$ cat config.mk
export PLATFORM = sky130hd
export DESIGN_NAME = image_rotate_address_generator_flat
export DESIGN_NICKNAME = d
export VERILOG_FILES = /design/src/sv/iragen_pkg.sv /design/src/sv/iragen_if.sv /design/src/sv/iragen_counter.sv /design/src/sv/iragen_calc.sv /design/src/sv/image_rotate_address_generator.sv /design/src/flat_wrapper.sv
export SDC_FILE = /design/constraint.sdc
export NUM_CORES = 1
export LEC_CHECK = 0
export ABC_AREA = 1
export BUFFER_PORTS_ARGS = -buffer_cell sky130_fd_sc_hd__buf_4
export CORE_ASPECT_RATIO = 0.5
export CORE_MARGIN = 1.5
export CORE_UTILIZATION = 45
export CTS_CLUSTER_DIAMETER = 200
export DETAILED_ROUTE_END_ITERATION = 6
export PLACE_DENSITY = 0.58
export SLEW_MARGIN = 25
export SYNTH_ARGS = -nofsm -noshare
export SYNTH_HDL_FRONTEND = slang
export SYNTH_HIERARCHICAL = 1
export SYNTH_SLANG_ARGS = --single-unit
$ cat constraint.sdc
create_clock -name clk -period 9.1 [get_ports clk]
set_clock_uncertainty 0.1 [all_clocks]
set_input_delay 0.91 -clock clk [delete_from_list [all_inputs] [get_ports clk]]
set_output_delay 0.91 -clock clk [all_outputs]
set_load 0.03 [all_outputs]
$ cat src/sv/iragen_pkg.sv
`default_nettype none

package iragen_pkg;

  // Field widths
  localparam int MODE_W     = 2;
  localparam int XY_W       = 12;
  localparam int DIM_W      = 13;
  localparam int LINE_W     = 15;
  localparam int PSZ_W      = 3;
  localparam int PIX_W      = 32;
  localparam int OUT_W      = 26;
  localparam int CFG_IDX_W  = 3;
  localparam int CFG_DATA_W = 15;

  // Register indexes
  typedef logic [CFG_IDX_W-1:0] cfg_idx_t;
  localparam cfg_idx_t REG_MODE      = 3'd0;
  localparam cfg_idx_t REG_DST_X     = 3'd1;
  localparam cfg_idx_t REG_DST_Y     = 3'd2;
  localparam cfg_idx_t REG_WIN_W     = 3'd3;
  localparam cfg_idx_t REG_WIN_H     = 3'd4;
  localparam cfg_idx_t REG_EXTENT    = 3'd5;
  localparam cfg_idx_t REG_LINE      = 3'd6;
  localparam cfg_idx_t REG_PIX_BYTES = 3'd7;

  // Rotation codes; the fourth code has no meaning and is flagged
  typedef logic [MODE_W-1:0] mode_t;
  localparam mode_t MODE_ROT90  = 2'd0;
  localparam mode_t MODE_ROT180 = 2'd1;
  localparam mode_t MODE_ROT270 = 2'd2;

  typedef struct packed {
    mode_t              mode;
    logic [XY_W-1:0]    dst_x;
    logic [XY_W-1:0]    dst_y;
    logic [DIM_W-1:0]   win_w;
    logic [DIM_W-1:0]   win_h;
    logic [DIM_W-1:0]   extent;
    logic [LINE_W-1:0]  line_bytes;
    logic [PSZ_W-1:0]   pix_bytes;
  } cfg_t;

endpackage

`default_nettype wire

$ cat src/sv/iragen_if.sv
`default_nettype none

interface iragen_pix_if;
  import iragen_pkg::*;
  logic             valid;
  logic             ready;
  logic [PIX_W-1:0] pixel_value;
  logic             frame_start;
  modport source (output valid, pixel_value, frame_start, input ready);
  modport sink   (input valid, pixel_value, frame_start, output ready);
endinterface

interface iragen_addr_if;
  import iragen_pkg::*;
  logic             valid;
  logic             ready;
  logic [OUT_W-1:0] dest_offset;
  logic [PIX_W-1:0] pixel_out;
  logic             last_pixel;
  logic             out_of_range;
  modport source (output valid, dest_offset, pixel_out, last_pixel, out_of_range,
                  input ready);
  modport sink   (input valid, dest_offset, pixel_out, last_pixel, out_of_range,
                  output ready);
endinterface

interface iragen_cfg_if;
  import iragen_pkg::*;
  logic                  valid;
  logic                  ready;
  logic [CFG_IDX_W-1:0]  index;
  logic [CFG_DATA_W-1:0] data;
  modport source (output valid, index, data, input ready);
  modport sink   (input valid, index, data, output ready);
endinterface

`default_nettype wire

$ cat src/sv/iragen_counter.sv
`default_nettype none

module iragen_counter #(
  parameter int  MAX_DIM = 4096,
  localparam int CNT_W   = $clog2(MAX_DIM)
) (
  input  wire logic                 clk,
  input  wire logic                 rst,
  input  wire iragen_pkg::cfg_t     cfg,
  iragen_pix_if.sink                pix_in,
  input  wire logic                 en_b,
  output logic                      a_valid,
  output logic [CNT_W-1:0]          a_col,
  output logic [CNT_W-1:0]          a_row,
  output logic                      a_last,
  output logic [iragen_pkg::PIX_W-1:0] a_pixel
);
  import iragen_pkg::*;

  logic [CNT_W-1:0] column_count, row_count;
  logic [CNT_W-1:0] cur_col, cur_row;
  logic [CNT_W-1:0] column_count_next, row_count_next;
  logic [31:0]      w32, h32;
  logic [CNT_W:0]   w, h, col_inc, row_inc;
  logic             last_col, last_row, en_a, acc;

  // Stage A takes a beat when empty or when stage B takes its contents
  assign en_a         = !a_valid || en_b;
  assign pix_in.ready = en_a;
  assign acc          = pix_in.valid && en_a;

  // Clamp window size to 1..MAX_DIM
  always_comb begin
    if (cfg.win_w == '0) begin
      w32 = 32'd1;
    end else if ({19'd0, cfg.win_w} > 32'(MAX_DIM)) begin
      w32 = 32'(MAX_DIM);
    end else begin
      w32 = {19'd0, cfg.win_w};
    end
    if (cfg.win_h == '0) begin
      h32 = 32'd1;
    end else if ({19'd0, cfg.win_h} > 32'(MAX_DIM)) begin
      h32 = 32'(MAX_DIM);
    end else begin
      h32 = {19'd0, cfg.win_h};
    end
  end
  assign w = w32[CNT_W:0];
  assign h = h32[CNT_W:0];

  // Position of this pixel and position of the next
  assign cur_col  = pix_in.frame_start ? '0 : column_count;
  assign cur_row  = pix_in.frame_start ? '0 : row_count;
  assign col_inc  = {1'b0, cur_col} + (CNT_W+1)'(1);
  assign row_inc  = {1'b0, cur_row} + (CNT_W+1)'(1);
  assign last_col = col_inc >= w;
  assign last_row = row_inc >= h;

  always_comb begin
    if (last_col) begin
      column_count_next = '0;
      row_count_next    = last_row ? '0 : row_inc[CNT_W-1:0];
    end else begin
      column_count_next = col_inc[CNT_W-1:0];
      row_count_next    = cur_row;
    end
  end

  // Advance counters and load stage A
  always_ff @(posedge clk) begin
    if (rst) begin
      column_count <= '0;
      row_count    <= '0;
      a_valid      <= 1'b0;
    end else begin
      if (acc) begin
        column_count <= column_count_next;
        row_count    <= row_count_next;
      end
      if (en_a) begin
        a_valid <= pix_in.valid;
      end
    end
  end

  always_ff @(posedge clk) begin
    if (acc) begin
      a_col   <= cur_col;
      a_row   <= cur_row;
      a_last  <= last_col && last_row;
      a_pixel <= pix_in.pixel_value;
    end
  end

`ifndef SYNTHESIS
  a_wrap_after_last: assert property (@(posedge clk) disable iff (rst)
    acc && last_col && last_row |=> column_count == '0 && row_count == '0)
    else $error("counters did not wrap after last pixel");

  a_hold_stage_a: assert property (@(posedge clk) disable iff (rst)
    a_valid && !en_b |=> a_valid && $stable(a_col) && $stable(a_row))
    else $error("stage A lost a held pixel");
`endif

endmodule

`default_nettype wire

$ cat src/sv/iragen_calc.sv
`default_nettype none

module iragen_calc #(
  parameter int CNT_W       = 12,
  parameter int OFFSET_BITS = 26
) (
  input  wire logic                    clk,
  input  wire logic                    rst,
  input  wire iragen_pkg::cfg_t        cfg,
  input  wire logic                    a_valid,
  input  wire logic [CNT_W-1:0]        a_col,
  input  wire logic [CNT_W-1:0]        a_row,
  input  wire logic                    a_last,
  input  wire logic [iragen_pkg::PIX_W-1:0] a_pixel,
  output logic                         en_b,
  iragen_addr_if.source                res
);
  import iragen_pkg::*;

  // Term width covers coordinate sums and differences with sign
  localparam int TW = ((CNT_W > DIM_W) ? CNT_W : DIM_W) + 3;
  localparam int AW = TW + LINE_W + 1;
  localparam int BW = TW + PSZ_W + 1;
  localparam int SW = AW + 2;

  logic signed [TW-1:0] xs, ys, es, cs, rs;
  logic signed [TW-1:0] t_x, t_ey, t_xn, t_ex, t_yr, ta, tb;
  logic signed [LINE_W:0] sl;
  logic signed [PSZ_W:0]  sp;
  logic signed [AW-1:0]   mul_a;
  logic signed [BW-1:0]   mul_b;
  logic                   add_line, bad_mode;

  logic                   b_valid, b_last, b_bad, b_add;
  logic signed [AW-1:0]   b_pa;
  logic signed [BW-1:0]   b_pb;
  logic [PIX_W-1:0]       b_pixel;

  logic signed [SW-1:0]   sum;
  logic                   bad, en_c;

  // Pipeline enables
  assign en_c = !res.valid || res.ready;
  assign en_b = !b_valid || en_c;

  // Coordinate terms
  assign xs = $signed(TW'(cfg.dst_x));
  assign ys = $signed(TW'(cfg.dst_y));
  assign es = $signed(TW'(cfg.extent));
  assign cs = $signed(TW'(a_col));
  assign rs = $signed(TW'(a_row));
  assign sl = $signed({1'b0, cfg.line_bytes});
  assign sp = $signed({1'b0, cfg.pix_bytes});

  assign t_x  = xs + cs;
  assign t_ey = es - ys - rs - TW'(1);
  assign t_xn = -(xs + cs + TW'(1));
  assign t_ex = es - xs - cs - TW'(1);
  assign t_yr = ys + rs;

  // Pick line and pixel multiplicands for the rotation
  always_comb begin
    ta       = '0;
    tb       = '0;
    add_line = 1'b0;
    bad_mode = 1'b0;
    unique case (cfg.mode)
      MODE_ROT90: begin
        ta = t_x;
        tb = t_ey;
      end
      MODE_ROT180: begin
        ta       = t_ey;
        tb       = t_xn;
        add_line = 1'b1;
      end
      MODE_ROT270: begin
        ta = t_ex;
        tb = t_yr;
      end
      default: begin
        bad_mode = 1'b1;
      end
    endcase
  end

  assign mul_a = AW'(ta) * AW'(sl);
  assign mul_b = BW'(tb) * BW'(sp);

  // Stage B: register products
  always_ff @(posedge clk) begin
    if (rst) begin
      b_valid <= 1'b0;
    end else if (en_b) begin
      b_valid <= a_valid;
    end
  end

  always_ff @(posedge clk) begin
    if (en_b && a_valid) begin
      b_pa    <= mul_a;
      b_pb    <= mul_b;
      b_add   <= add_line;
      b_bad   <= bad_mode;
      b_last  <= a_last;
      b_pixel <= a_pixel;
    end
  end

  // Sum and range check
  assign sum = SW'(b_pa) + SW'(b_pb)
             + (b_add ? $signed(SW'(cfg.line_bytes)) : SW'(0));
  assign bad = b_bad || sum[SW-1] || (|sum[SW-2:OFFSET_BITS]);

  // Stage C: result register
  always_ff @(posedge clk) begin
    if (rst) begin
      res.valid <= 1'b0;
    end else if (en_c) begin
      res.valid <= b_valid;
    end
  end

  always_ff @(posedge clk) begin
    if (en_c && b_valid) begin
      res.dest_offset  <= bad ? '0 : sum[OUT_W-1:0];
      res.out_of_range <= bad;
      res.last_pixel   <= b_last;
      res.pixel_out    <= b_pixel;
    end
  end

`ifndef SYNTHESIS
  a_zero_when_flagged: assert property (@(posedge clk) disable iff (rst)
    res.valid && res.out_of_range |-> res.dest_offset == '0)
    else $error("flagged offset is not zero");

  a_bad_mode_flagged: assert property (@(posedge clk) disable iff (rst)
    b_valid && en_c && b_bad |=> res.valid && res.out_of_range)
    else $error("undefined rotation code not flagged");
`endif

endmodule

`default_nettype wire

$ cat src/sv/image_rotate_address_generator.sv
// Destination address generator for 90/180/270 degree window rotation.
// pix_in carries source pixels of the window in raster order; frame_start on
// a beat restarts the column and row counters at the window origin first.
// addr_out gives one beat per pixel: the byte offset in the destination
// buffer, the pixel itself, a last-pixel mark and an out-of-range flag (the
// offset then reads zero). An unused rotation code is always flagged.
// cfg_wr writes one register per beat and is always ready; write it only
// while no pixel is in flight.
// Three registered stages lie between input and output beat: counter stage,
// multiply stage, sum-and-check stage. One pixel is taken per cycle while
// addr_out.ready is high; each stage holds its beat while the next is full,
// so a stalled receiver fills the three stages before pix_in.ready drops.
// Reset clears the counters and the pipeline and sets the registers to
// 90 degrees, zero placement, a 1x1 window, extent 1, 4-byte lines and
// 4-byte pixels.
`default_nettype none

module image_rotate_address_generator #(
  parameter int MAX_DIM     = 4096,
  parameter int OFFSET_BITS = 26
) (
  input  wire logic     clk,
  input  wire logic     rst,
  iragen_cfg_if.sink    cfg_wr,
  iragen_pix_if.sink    pix_in,
  iragen_addr_if.source addr_out
);
  import iragen_pkg::*;

  localparam int CNT_W = $clog2(MAX_DIM);

  cfg_t             cfg;
  logic             a_valid, a_last, en_b;
  logic [CNT_W-1:0] a_col, a_row;
  logic [PIX_W-1:0] a_pixel;

  assign cfg_wr.ready = 1'b1;

  // Register file
  always_ff @(posedge clk) begin
    if (rst) begin
      cfg.mode       <= MODE_ROT90;
      cfg.dst_x      <= '0;
      cfg.dst_y      <= '0;
      cfg.win_w      <= DIM_W'(1);
      cfg.win_h      <= DIM_W'(1);
      cfg.extent     <= DIM_W'(1);
      cfg.line_bytes <= LINE_W'(4);
      cfg.pix_bytes  <= PSZ_W'(4);
    end else if (cfg_wr.valid) begin
      unique case (cfg_wr.index)
        REG_MODE:      cfg.mode       <= cfg_wr.data[MODE_W-1:0];
        REG_DST_X:     cfg.dst_x      <= cfg_wr.data[XY_W-1:0];
        REG_DST_Y:     cfg.dst_y      <= cfg_wr.data[XY_W-1:0];
        REG_WIN_W:     cfg.win_w      <= cfg_wr.data[DIM_W-1:0];
        REG_WIN_H:     cfg.win_h      <= cfg_wr.data[DIM_W-1:0];
        REG_EXTENT:    cfg.extent     <= cfg_wr.data[DIM_W-1:0];
        REG_LINE:      cfg.line_bytes <= cfg_wr.data[LINE_W-1:0];
        REG_PIX_BYTES: cfg.pix_bytes  <= cfg_wr.data[PSZ_W-1:0];
      endcase
    end
  end

  iragen_counter #(.MAX_DIM(MAX_DIM)) u_counter (
    .clk     (clk),
    .rst     (rst),
    .cfg     (cfg),
    .pix_in  (pix_in),
    .en_b    (en_b),
    .a_valid (a_valid),
    .a_col   (a_col),
    .a_row   (a_row),
    .a_last  (a_last),
    .a_pixel (a_pixel)
  );

  iragen_calc #(.CNT_W(CNT_W), .OFFSET_BITS(OFFSET_BITS)) u_calc (
    .clk     (clk),
    .rst     (rst),
    .cfg     (cfg),
    .a_valid (a_valid),
    .a_col   (a_col),
    .a_row   (a_row),
    .a_last  (a_last),
    .a_pixel (a_pixel),
    .en_b    (en_b),
    .res     (addr_out)
  );

endmodule

`default_nettype wire
$ cat src/flat_wrapper.sv
// flat-port wrapper written by rule: the top's interface ports become plain ports
module image_rotate_address_generator_flat import iragen_pkg::*;
#(
  parameter int MAX_DIM     = 4096,
  parameter int OFFSET_BITS = 26
)
  (clk, rst, cfg_wr_valid, cfg_wr_index, cfg_wr_data, cfg_wr_ready, pix_in_valid, pix_in_pixel_value, pix_in_frame_start, pix_in_ready, addr_out_valid, addr_out_dest_offset, addr_out_pixel_out, addr_out_last_pixel, addr_out_out_of_range, addr_out_ready);
  iragen_cfg_if cfg_wr_i ();
  iragen_pix_if pix_in_i ();
  iragen_addr_if addr_out_i ();
  input  wire logic clk;
  input  wire logic rst;
  input wire logic [$bits(cfg_wr_i.valid)-1:0] cfg_wr_valid;
  input wire logic [$bits(cfg_wr_i.index)-1:0] cfg_wr_index;
  input wire logic [$bits(cfg_wr_i.data)-1:0] cfg_wr_data;
  output wire logic [$bits(cfg_wr_i.ready)-1:0] cfg_wr_ready;
  input wire logic [$bits(pix_in_i.valid)-1:0] pix_in_valid;
  input wire logic [$bits(pix_in_i.pixel_value)-1:0] pix_in_pixel_value;
  input wire logic [$bits(pix_in_i.frame_start)-1:0] pix_in_frame_start;
  output wire logic [$bits(pix_in_i.ready)-1:0] pix_in_ready;
  output wire logic [$bits(addr_out_i.valid)-1:0] addr_out_valid;
  output wire logic [$bits(addr_out_i.dest_offset)-1:0] addr_out_dest_offset;
  output wire logic [$bits(addr_out_i.pixel_out)-1:0] addr_out_pixel_out;
  output wire logic [$bits(addr_out_i.last_pixel)-1:0] addr_out_last_pixel;
  output wire logic [$bits(addr_out_i.out_of_range)-1:0] addr_out_out_of_range;
  input wire logic [$bits(addr_out_i.ready)-1:0] addr_out_ready;
  assign cfg_wr_i.valid = cfg_wr_valid;
  assign cfg_wr_i.index = cfg_wr_index;
  assign cfg_wr_i.data = cfg_wr_data;
  assign cfg_wr_ready = cfg_wr_i.ready;
  assign pix_in_i.valid = pix_in_valid;
  assign pix_in_i.pixel_value = pix_in_pixel_value;
  assign pix_in_i.frame_start = pix_in_frame_start;
  assign pix_in_ready = pix_in_i.ready;
  assign addr_out_valid = addr_out_i.valid;
  assign addr_out_dest_offset = addr_out_i.dest_offset;
  assign addr_out_pixel_out = addr_out_i.pixel_out;
  assign addr_out_last_pixel = addr_out_i.last_pixel;
  assign addr_out_out_of_range = addr_out_i.out_of_range;
  assign addr_out_i.ready = addr_out_ready;
  image_rotate_address_generator #(.MAX_DIM(MAX_DIM), .OFFSET_BITS(OFFSET_BITS)) u_core (.clk(clk), .rst(rst), .cfg_wr(cfg_wr_i), .pix_in(pix_in_i), .addr_out(addr_out_i));
endmodule
Word level (Yosys, flattened, before mapping) --
Cells that the tools add are included.
Storage, ports and cells: memory bits (writable) 0, memories 0, output and inout bits 63, flip-flop bits (word level) 314, ROM bits 0, logic and storage cells 96, input port bits 56, bits in latches 0
Cells by class: add/subtract/negate cells 14, muxes and demuxes 14, shift operators 0, div/mod/pow operators 0, $lt $le $gt $ge 4, equality and inequality tests 9, bitwise logic cells 0, reduce and logical (&&, ||, !) cells 26, multipliers 2
Operators with widths (count):
- 16-bit one-hot mux with 3 select lines | 2
- 12-bit 2-to-1 mux | 5
- 13-bit 2-to-1 mux | 4
- 33-bit by 16-bit adder with 34-bit output | 1
- 32-bit by 20-bit adder with 33-bit output | 1
- 16-bit by 16-bit multiplier with 32-bit output | 1
- 15-bit by 2-bit subtractor with 16-bit output, second input constant | 2
- 14-bit by 13-bit subtractor with 15-bit output | 2
- 13-bit by 12-bit subtractor with 14-bit output | 2
- 12-bit by 1-bit adder with 13-bit output, second input constant | 2
- 12-bit by 12-bit adder with 13-bit output | 2
- 13-bit greater-or-equal comparator | 2
- 13-bit greater-than comparator, second input constant | 2
- 13-bit logical NOT | 2
- 16-bit by 4-bit multiplier with 20-bit output | 1
- 14-bit negation with 16-bit output | 1
- 2-bit AND reduction | 8
- 15-bit 2-to-1 mux | 1
- 13-bit by 1-bit adder with 14-bit output, second input constant | 1
- 3-bit == test, second input constant | 4
- 7-bit OR reduction | 1
- 3-bit by 2-bit == test with 1-bit output, second input constant | 2
- 1-bit logical OR | 5
- 1-bit logical AND | 4
- other kinds (8) | 11

Logic depth before layout (Yosys ltp) --
Gate-level depths: netlist of the first run.
depth in word-level cells 6, depth in mapped cells 43, gate-level depth less buffers 43

Hierarchy --
The synthesis of the first run kept the hierarchy.
By module, submodules not included:
- iragen_calc | area each 23587.6 um2, cells each 2998, sequential area each 4454.3 um2, times used 1
- iragen_counter | area each 4594.4 um2, cells each 519, sequential area each 2212.1 um2, times used 1
- image_rotate_address_generator | area each 3301.9 um2, cells each 481, sequential area each 1661.6 um2, times used 1

Worst setup path after synthesis of the first run --
No wires, ideal clock.
path type register -> register, start register u_core/cfg[18] (netlist name), end register u_core.u_calc.b_pa[27] (data pin), cell stages (with the launch flop) 37, slack 0.735 ns, data required time 8.742 ns, arrival 8.007 ns, period minus slack after synthesis 8.365 ns, library setup time 0.258 ns, cells stage by stage dfxtp_1 > inv_1 > ha_1 > fa_1 > o21ai_2 > a211oi_1 > nor2_1 > xor2_1 > ha_1 > a21oi_1 > o21ai_0 > nand2_1 > nand3_1 > nand2_1 > nand3_1 > nand2_1 > nand2_1 > nand2_2 > inv_2 > nor2_1 > fa_1 > inv_1 > fa_1 > inv_1 > fa_1 > fa_1 > fa_1 > inv_1 > fa_1 > inv_1 > ha_1 > nand2_1 > nor4_1 > nand4_1 > nand3_1 > a21oi_1 > xnor2_1
Between the ends: longest elaborated chain between the ends 5, elaborated cells on any way between the ends 8, those cells by class add/sub: 6; mul: 1; mux: 1
RTL lines:
- 13-bit by 12-bit subtractor with 14-bit output (on tied branches) | RTL line iragen_calc.sv:58, iragen_calc.sv:56
- 14-bit by 13-bit subtractor with 15-bit output (on tied branches) | RTL line iragen_calc.sv:58, iragen_calc.sv:56
- 15-bit by 2-bit subtractor with 16-bit output (on tied branches) | RTL line iragen_calc.sv:58, iragen_calc.sv:56
- 16-bit one-hot mux with 3 select lines * | RTL line iragen_calc.sv:67 | unique case (cfg.mode)
- 16-bit by 16-bit multiplier with 32-bit output * | RTL line iragen_calc.sv:87 | assign mul_a = AW'(ta) * AW'(sl);
- named net u_core.u_calc.mul_a[27] | RTL line iragen_calc.sv:30 | logic signed [AW-1:0] mul_a;
- end signal: assignment | RTL line iragen_calc.sv:101 | b_pa <= mul_a;
- end: declaration | RTL line iragen_calc.sv:35 | logic signed [AW-1:0] b_pa;
The timed path passes the listed nets; every way through them passes the cells marked *. A chain may end at the register's enable or synchronous reset.

Worst setup path in the final report of the first run --
start register u_core/cfg[18] (netlist name), end register u_core.u_calc.b_pa[19] (data pin)
Between the ends: longest elaborated chain between the ends 5, elaborated cells on any way between the ends 8, those cells by class add/sub: 6; mul: 1; mux: 1
RTL lines (RTL line):
- 13-bit by 12-bit subtractor with 14-bit output (on tied branches) | iragen_calc.sv:58, iragen_calc.sv:56
- 14-bit by 13-bit subtractor with 15-bit output (on tied branches) | iragen_calc.sv:58, iragen_calc.sv:56
- 15-bit by 2-bit subtractor with 16-bit output (on tied branches) | iragen_calc.sv:58, iragen_calc.sv:56
- 16-bit one-hot mux with 3 select lines * | iragen_calc.sv:67
- 16-bit by 16-bit multiplier with 32-bit output * | iragen_calc.sv:87
- named net u_core.u_calc.mul_a[19] | iragen_calc.sv:30
Marks and branches as above.

==> impl_results.md, run 1 <==
- Gate Count Post-Synth: 3998
- Syn Nets: 4606
- Failing checks: design-rule violations
- Synth Area per Inst: 7.87 µm²
- Critical-path top delay cell: fa_1
- Initial Util: 0.456
- Main synth FF type: edfxtp_1
- Critical path arrival: 9.09 ns
- FMAX: 0.113 GHz
- CP peak stage delay: 0.63 ns
- Max_slew headroom: 0.273
- Vias/cell: 4.99
- Max VDD drop: 0.000148 V
- Worst-path maximum fanout: 11
- Total power: 5.83 mW
- Die height: 190 µm
- Max-slew violation count: 0
- CTS buffer count: 31
- Async SR Flop Fraction: 0
- Max Cap Violations: 0
- Top cell family by delay on the critical path: adder cells
- Fin crit share: 0.968
- Initial antenna violation count: 0
- Vias: 25338
- Post-layout nets: 4715
- Setup violators final: 0
- Dpl cell area: 0.0334 mm²
- First-pass GRT wire length: 138000 µm
- Crit-path most repeated cell: inv_1
- Layout Cells excl Fill: 5077
- Total Wirelength: 87900 µm
- Startpoint Class: flip-flop
- Largest net degree at the start of global routing: 83
- Post-route cell area: 0.0347 mm²
- Yosys cell types: 58
- Clk_lat worst skew: 0.63 ns
- CP Data Required Time: 9.37 ns
- Detailed Routing Iterations Pass 1: 7
- Final Critical Period: 8.81 ns
- Sequential share of the synthesized area: 0.265
- Clock Path Buffers: 3
- Min-Delay Path Class: flip-flop to flip-flop
- Post-DP HPWL: 70100 µm
- Final hold vios: 0
- Share of cells above drive strength 1: 0.0941
- RD Place Congestion: 0.950
- Remaining Overflow, GRT: 0
- Critical path type: flip-flop to flip-flop
- Hold_buf cts: 0
- CORE AREA: 0.0691 mm²
- Total GRT Usage: 0.247
- CP Capture Type: flip-flop
- Number of global-route vias before repair: 24854
- Antenna-violating nets left: 0
- Clock sink total: 314
- Core Rows: 68
- Number of enable flip-flop cells after synthesis: 204
- PD cells: 168 mW/mm²
- Wire length per cell: 17.3 µm
- Cells after DPL: 5003
- R2r setup slk: 0.29 ns
- H-tree Lvls: 1
- Boundary Pins: 119
- DIE AREA: 0.0717 mm²
- Mapped Area: 0.0315 mm²
- TritonCTS clock tree: done
- Least-Margin Pin Slew: 1.09 ns
- Die width: 377 µm
- Flops & latches, synth: 314
- Ant. Diodes: 0
- Outcome: complete, but fails checks
- Worst-path clk slew: 0.07 ns
- DRT iter0 DRCs: 1808
- DRC: 1
- Leakage: 17.7 nW
- Synth warn: 6
- CP bufs+invs: 11
- CTS root buf: clkbuf_16
- I/O Buffers: 117
- Area delta synth->final: 10.2%
[synth_stat cells (23+ instances only)]
library cell | count | area share
inv_1 | 867 | 0.10
a21oi_1 | 181 | 0.029
nor2_1 | 350 | 0.042
buf_2 | 30 | 0.0048
ha_1 | 268 | 0.11
dfxtp_1 | 110 | 0.070
nand4_1 | 29 | 0.0058
edfxtp_1 | 204 | 0.19
o21ai_0 | 95 | 0.015
clkbuf_1 | 43 | 0.0051
fa_1 | 284 | 0.18
nand2_2 | 23 | 0.0046
xnor2_1 | 61 | 0.017
nand2_1 | 946 | 0.11
nor3_1 | 28 | 0.0045
xor2_1 | 58 | 0.016
nand3_1 | 201 | 0.032
[worst register-to-register path: cells and delay by family, from the launching register on]
| family | cells | cell delay, ns |
|---|---|---|
| compound gates | 7 | 1.26 |
| simple gates | 6 | 1.05 |
| fa+ha+maj | 10 | 4.52 |
| xor+xnor | 2 | 0.40 |
| buf+inv | 11 | 0.94 |
| flops | 1 | 0.32 |
[power by group]
group | internal, mW | total [mW] | switching, mW
Sequential | 1.66 | 1.74 | 0.0847
Combinational | 0.938 | 2.74 | 1.80
Clock | 0.743 | 1.35 | 0.608
Total | 3.34 | 5.83 | 2.50
[worst paths after layout]
path | endpoint | start | cells past startpoint
setup / recovery | u_core/u_calc/b_pa[19] | u_core/cfg[18] | 36
hold / removal | u_core/u_calc/res.pixel_out[13] | u_core/u_calc/b_pixel[13] | 0
setup reg to reg | u_core/u_calc/b_pa[19] | u_core/cfg[18] | 36
hold reg to reg | u_core/u_calc/res.pixel_out[13] | u_core/u_calc/b_pixel[13] | 0
[final cells by class]
cell class / instances / area (µm²)
well taps: 945 / 1180
repair buffers: 172 / 1300
flip-flops and latches: 314 / 8330
inverters: 878 / 3310
clock buffers: 33 / 783
multi-input cells: 2710 / 19500
fillers: 6890 / 34400
clock inverters: 25 / 253
[kinds of logic after synthesis]
| kind of cell | count (synthesis) | synth area share |
|---|---|---|
| AO/OA/AOI/OAI | 359 | 0.0640 |
| XOR/XNOR | 120 | 0.0336 |
| adder cells (fa/ha/maj) | 552 | 0.287 |
| buffers and inverters | 974 | 0.120 |
| flip-flops | 314 | 0.265 |
| other | 1 | 0.000119 |
| AND/OR/NAND/NOR | 1678 | 0.230 |
[state kept, by name, indices dropped and copies added, names as in the netlist, 12 cells and up]
register,flops
u_core/cfg,83
u_core/u_calc/b_pa,32
u_core/u_calc/b_pb,20
u_core/u_calc/b_pixel,32
u_core/u_calc/res.dest_offset,26
u_core/u_calc/res.pixel_out,32
u_core/u_counter/a_col,12
u_core/u_counter/a_pixel,32
u_core/u_counter/a_row,12
u_core/u_counter/column_count,12
u_core/u_counter/row_count,12
[stage by stage]
step | util | hold slack [ns] | setup WS, ns | setup TNS, ns
2_1_floorplan | - | 0.300 | 0.735 | 0
3_3_place_gp | 0.483 | 0.300 | 0.0962 | 0
3_5_place_dp | 0.483 | 0.305 | 0.0435 | 0
4_1_cts | 0.498 | 0.308 | 0.0100 | 0
5_1_grt | 0.502 | 0.315 | -0.0137 | -0.0228
6_report | 0.502 | 0.315 | 0.289 | 0
[layout by cell type (no fill, tap or decap), drive strengths merged]
cell,synthesis,final
o31ai,2,2
nor3,51,51
inv,877,881
clkinv,1,14
conb,1,1
o221ai,5,5
ha,268,268
buf,52,172
clkinvlp,0,4
a221oi,2,2
a21oi,192,192
nand2,973,973
nor4,7,7
fa,284,284
edfxtp,204,204
bufinv,0,4
a21o,8,8
a211oi,4,4
xnor2,61,61
nand3,217,217
nand3b,3,3
nor2,380,380
dfxtp,110,110
clkbuf,44,33
and2,5,5
xor2,59,59
a31oi,7,7
o21a,5,5
o21bai,11,11
o21ai,107,107
nand4,29,29
o211a,2,2
or2,13,13
o2111ai,1,1
a21boi,1,1
o211ai,12,12
[metal layers]
metal  routed length, µm  part of all wire  track usage
met1               41900              0.48        0.353
met2               37900              0.43        0.389
met3                5970             0.068       0.0469
met4                2180             0.025       0.0577
met5                   0                 0            0
[what timing repair did]
item / in CTS / in global routing
endpoints found under the setup margin: 0 / 18
setup buffers: 0 / 16
gates resized for setup: 0 / 45
No activity file was read; power rests on OpenSTA's default activity.
==> inputs of run 2 (changes only) <==
Settings changed: CORE_MARGIN 1.5 to 2.
==> impl_results.md, run 2 (synthesis gave the netlist of run 1 again) <==
- Largest net degree at the start of global routing: 84 (+1.2%)
- Gate power share: 0.473 (+0.003)
- Die width: 378 µm (+0.27%)
- Boundary Pins: 119 (unchanged)
- CTS buffer count: 31 (unchanged)
- Layout Utilization: 0.502 (-0.000670)
- H-tree Lvls: 1 (unchanged)
- DRT iter0 DRCs: 1820 (+0.66%)
- Failing checks: design-rule violations
- Post-DP HPWL: 70900 µm (+1.1%)
- Max Cap Violations: 0 (unchanged)
- Total Wirelength: 88900 µm (+1.2%)
- Critical path type: flip-flop to flip-flop
- DRC: 3 (+2)
- Clock power share: 0.226 (-0.006)
- Wire length per cell: 17.5 µm (+1.2%)
- Clk_lat worst skew: 0.62 ns (about the same)
- Cells after DPL: 5005 (+0.040%)
- Crit-path most repeated cell: fa_1
- Share of cells above drive strength 1: 0.0944 (+0.000288)
- Layout Cells excl Fill: 5075 (-0.039%)
- Max VDD drop: 0.000150 V (+1.7%)
- Number of fill cells: 6828 (-0.90%)
- Final hold vios: 0 (unchanged)
- Reg area: 0.00833 mm² (about the same)
- I/O Buffers: 117 (unchanged)
- Largest register by flop count: u_core/cfg
- DIE AREA: 0.0722 mm² (+0.79%)
- Initial Util: 0.456 (unchanged)
- Final Critical Period: 8.68 ns (-0.136 ns)
- Die height: 191 µm (+0.53%)
- Worst-path maximum fanout: 13 (+2)
- Total GRT Usage: 0.249 (+0.00189)
- Clock sink total: 314 (unchanged)
- Area delta synth->final: 10.1%
- Outcome: complete, but fails checks
- Max-slew violation count: 0 (unchanged)
- CP peak stage delay: 0.59 ns (-0.04 ns)
- Max_slew headroom: 0.267 (-0.00665)
- CP Data Required Time: 9.37 ns (about the same)
- Min-Delay Startpoint: u_core/u_calc/b_pixel[26]
- WHS: 0.316 ns (+0.00132 ns)
- Initial antenna violation count: 0 (unchanged)
- FMAX: 0.115 GHz (+1.6%)
- Internal power: 3.30 mW (-1.1%)
- Clock Path Buffers: 3 (unchanged)
- Antenna-violating nets left: 0 (unchanged)
- Fin crit share: 0.953 (-0.0150)
- CP Capture Type: flip-flop
- TritonCTS clock tree: done
- R2r setup slk: 0.42 ns (+0.14 ns)
- Critical-path top delay cell: fa_1
- Hold_buf cts: 0 (unchanged)
- Most common cell after layout, fill and taps aside: nand2_1
- WHS Path Cells: 0 (unchanged)
- Min-Delay Path Class: flip-flop to flip-flop
- RD Place Congestion: 0.919 (-3.2%)
- Remaining Overflow, GRT: 0 (unchanged)
- Worst-path clk slew: 0.06 ns (about the same)
- Area occupied by multi-input gates: 0.0195 mm² (about the same)
- Ant. Diodes: 0 (unchanged)
- Least-Margin Pin Slew: 1.10 ns (+0.00996 ns)
- Leakage: 17.7 nW (-0.11%)
- CTS root buf: clkbuf_16
- PD cells: 167 mW/mm² (-0.57%)
- Vias: 25455 (+0.46%)
- First-pass GRT wire length: 141000 µm (+1.6%)
- Switching part of the total power: 0.430 (+0.00233)
- Most frequent cells in the layout: nand2_1 (946), inv_1 (861), nor2_1 (345)
- Largest register FFs: 83 (unchanged)
- Critical path arrival: 8.94 ns (-0.15 ns)
- Hold Path End: u_core/u_calc/res.pixel_out[26]
- Top cell family by delay on the critical path: adder cells
- Detailed Routing Iterations Pass 1: 7 (unchanged)
- Number of global-route vias before repair: 25209 (+1.4%)
- Net switching power: 2.49 mW (-0.16%)
- Worst reg-to-reg path cell count: 33 (-8.3%)
- Core Rows: 68 (unchanged)
- CORE AREA: 0.0691 mm² (unchanged)
- Vias/cell: 5.02 (+0.50%)
- Setup violators final: 0 (unchanged)
- CP bufs+invs: 6 (-5)
- Post-layout nets: 4713 (-0.042%)
- FF-to-FF End: u_core/u_calc/b_pa[26]
- Worst r2r src: u_core/cfg[59]
- Sequential share of power: 0.301 (+0.003)
- Startpoint Class: flip-flop
-- run 2: worst max path at each step --
stage                     slack [ns]  cells past startpoint      startpoint                      to
after global placement          0.29                     33  u_core/cfg[18]  u_core/u_calc/b_pa[16]
final                           0.42                     33  u_core/cfg[59]  u_core/u_calc/b_pa[26]
after floorplan                 0.74                     36  u_core/cfg[18]  u_core/u_calc/b_pa[27]
after detailed placement        0.17                     36  u_core/cfg[18]  u_core/u_calc/b_pa[28]
after global routing          -0.002                     39  u_core/cfg[18]  u_core/u_calc/b_pa[26]
after CTS                       0.17                     36  u_core/cfg[18]  u_core/u_calc/b_pa[28]
-- run 2: what timing repair did --
item,CTS,global route
buffers inserted,0,12
setup endpoints to repair,0,18
resized for setup,0,44
-- run 2: routing by layer --
layer	part of all wire	up-vias	wire length [µm]	GRT usage
li1	-	12567	-	-
met5	0	-	0	0
met1	0.48	12174	42900	0.364
met4	0.020	0	1820	0.0526
met3	0.055	96	4870	0.0316
met2	0.44	618	39300	0.397
-- run 2: per-stage QoR --
step | setup WS [ns] | cell area (µm²) | TNS [ns] | total power, mW
CTS | 0.168 | 34400 | 0 | 5.80
global route | -0.00179 | 34700 | -0.00179 | 6.26
finish | 0.425 | 34700 | 0 | 5.79
floorplan | 0.735 | 31500 | 0 | 3.72
detailed placement | 0.167 | 33400 | 0 | 4.46
global placement | 0.291 | 33400 | 0 | 4.45
-- run 2: final cells by class --
type	count	area share
timing repair buffer	170	0.0369
tap	945	0.0341
clock inverter	20	0.00549
multi-input combinational	2710	0.564
inverter	878	0.0956
clock buffer	38	0.0237
sequential	314	0.240
-- run 2: power by group through the flow --
| stage | clock network, mW | logic, mW | registers, mW |
|---|---|---|---|
| floorplan | 0 | 1.97 | 1.75 |
| global placement | 0 | 2.67 | 1.77 |
| detailed placement | 0 | 2.69 | 1.78 |
| CTS | 1.35 | 2.71 | 1.74 |
| global route | 1.40 | 3.11 | 1.75 |
| finish | 1.31 | 2.74 | 1.74 |
==> inputs of run 3 (changes only) <==
Settings changed: CTS_BUF_LIST set to sky130_fd_sc_hd__clkbuf_8.
==> impl_results.md, run 3 (synthesis gave the netlist of run 1 again) <==
- Die height: 191 µm (unchanged)
- Total GRT Usage: 0.251 (+0.00162)
- Remaining Overflow, GRT: 0 (unchanged)
- CP Data Required Time: 9.41 ns (+0.04 ns)
- CTS buffer count: 48 (+55%)
- DRT iter0 DRCs: 1817 (-0.16%)
- Worst-path clk slew: 0.06 ns (about the same)
- Total power: 5.61 mW (-3.1%)
- Vias: 25422 (-0.13%)
- Post-route cell area: 0.0345 mm² (-0.38%)
- PD cells: 163 mW/mm² (-2.7%)
- Clock Path Buffers: 3 (unchanged)
- Min-Delay Path Class: flip-flop to flip-flop
- WHS: 0.308 ns (-0.00809 ns)
- Clk_lat worst skew: 0.67 ns (+0.05 ns)
- DRC: 0 (-3)
- R2r setup slk: 0.48 ns (+0.05 ns)
- Layout Cells excl Fill: 5106 (+0.61%)
- Die width: 378 µm (unchanged)
- Outcome: completed
- Antenna-violating nets left: 0 (unchanged)
- Initial Util: 0.456 (unchanged)
- Cells after DPL: 5005 (unchanged)
- Detailed Routing Iterations Pass 1: 5 (-2)
- RD Place Congestion: 0.919 (unchanged)
- Layout Utilization: 0.500 (-0.00190)
- Fin crit share: 0.948 (-0.00563)
- CP peak stage delay: 0.63 ns (+0.04 ns)
- Max Cap Violations: 0 (unchanged)
- Critical-path top delay cell: fa_2
- Least-Margin Pin Slew: 1.15 ns (+0.0472 ns)
- Core Rows: 68 (unchanged)
- Crit-path most repeated cell: inv_1
- Boundary Pins: 119 (unchanged)
- H-tree Lvls: 2 (+1)
- Wire length per cell: 17.5 µm (-0.20%)
- Critical path type: flip-flop to flip-flop
- First-pass GRT wire length: 140000 µm (about the same)
- CTS root buf: clkbuf_8
- Dpl ws: 0.167 ns (unchanged)
- Final Critical Period: 8.62 ns (-0.0513 ns)
- Vias/cell: 4.98 (-0.74%)
- Startpoint Class: flip-flop
- DIE AREA: 0.0722 mm² (unchanged)
- Setup violators final: 0 (unchanged)
- Unrepaired setup endpoints after global routing: true
- I/O Buffers: 117 (unchanged)
- Worst-path maximum fanout: 8 (-5)
- Max-slew violation count: 0 (unchanged)
- Largest register by flop count: u_core/cfg
- Worst Slack Setup Final: 0.476 ns (+0.0513 ns)
- Setup TNS: 0 ns (unchanged)
- CORE AREA: 0.0691 mm² (unchanged)
- Max VDD drop: 0.000163 V (+8.2%)
- CP Capture Type: flip-flop
- Post-DP HPWL: 70900 µm (unchanged)
- Max_slew headroom: 0.235 (-0.0315)
- Largest register FFs: 83 (unchanged)
- TritonCTS clock tree: done
- Dpl cell area: 0.0334 mm² (unchanged)
- Clock sink total: 314 (unchanged)
- Final hold vios: 0 (unchanged)
- Post-layout nets: 4730 (+0.36%)
- Leakage: 17.7 nW (about the same)
- Most frequent cells in the layout: nand2_1 (946), inv_1 (877), nor2_1 (343)
- Largest net degree at the start of global routing: 84 (unchanged)
- Area delta synth->final: 9.65%
- Share of cells above drive strength 1: 0.0969 (+0.00244)
- Total Wirelength: 89300 µm (+0.41%)
- FMAX: 0.116 GHz (+0.59%)
- Number of global-route vias before repair: 25301 (+0.36%)
- Hold_buf cts: 0 (unchanged)
- Most common cell after layout, fill and taps aside: nand2_1
- Initial antenna violation count: 3 (+3)
- Critical path arrival: 8.93 ns (about the same)
-- run 3: cell count changes in the layout (fill, tap and decap cells not counted), sizes merged --
| cell | change |
|---|---|
| bufinv | -1 |
| clkinv | +8 |
| inv | +14 |
| clkbuf | +11 |
| diode | +1 |
| clkinvlp | -2 |
-- run 3: area by class of cell --
| class | count | area [µm²] |
|---|---|---|
| fillers | 6890 | 34600 |
| multi-input cells | 2710 | 19500 |
| flip-flops and latches | 314 | 8330 |
| inverters | 878 | 3310 |
| repair buffers | 170 | 1280 |
| well taps | 945 | 1180 |
| clock buffers | 49 | 674 |
| clock inverters | 39 | 208 |
| diodes | 1 | 2.50 |
-- run 3: repair_timing --
action | in CTS | in global routing
resized for setup | 0 | 46
buffers inserted | 0 | 12
setup endpoints to repair | 0 | 18
-- run 3: layer usage --
layer | routed length [µm] | global-route usage | vias to the layer above
met5 | 77 | 0.00741 | -
met4 | 1840 | 0.0585 | 2
li1 | - | - | 12595
met3 | 5330 | 0.0384 | 109
met2 | 39500 | 0.398 | 596
met1 | 42600 | 0.361 | 12120
-- run 3: worst max-delay path, delay by kind of cell, from the launching register on --
family | cells | cell delay (ns)
adders and majority gates | 9 | 4.46
and+or+nand+nor | 15 | 1.53
AOI/OAI and AO/OA | 5 | 0.98
buffers and inverters | 9 | 0.76
DFF | 1 | 0.35
xor gates and xnor gates | 2 | 0.19
-- run 3: final timing paths --
check	from	end	cells past startpoint
setup reg to reg	u_core/cfg[71]	u_core/u_calc/b_pa[31]	40
setup / recovery	u_core/cfg[71]	u_core/u_calc/b_pa[31]	40
hold / removal	u_core/u_calc/b_pixel[16]	u_core/u_calc/res.pixel_out[16]	0
hold reg to reg	u_core/u_calc/b_pixel[16]	u_core/u_calc/res.pixel_out[16]	0
-- run 3: power breakdown --
part	switching, mW	internal, mW
logic	1.80	0.936
clock network	0.594	0.535
registers	0.0870	1.66
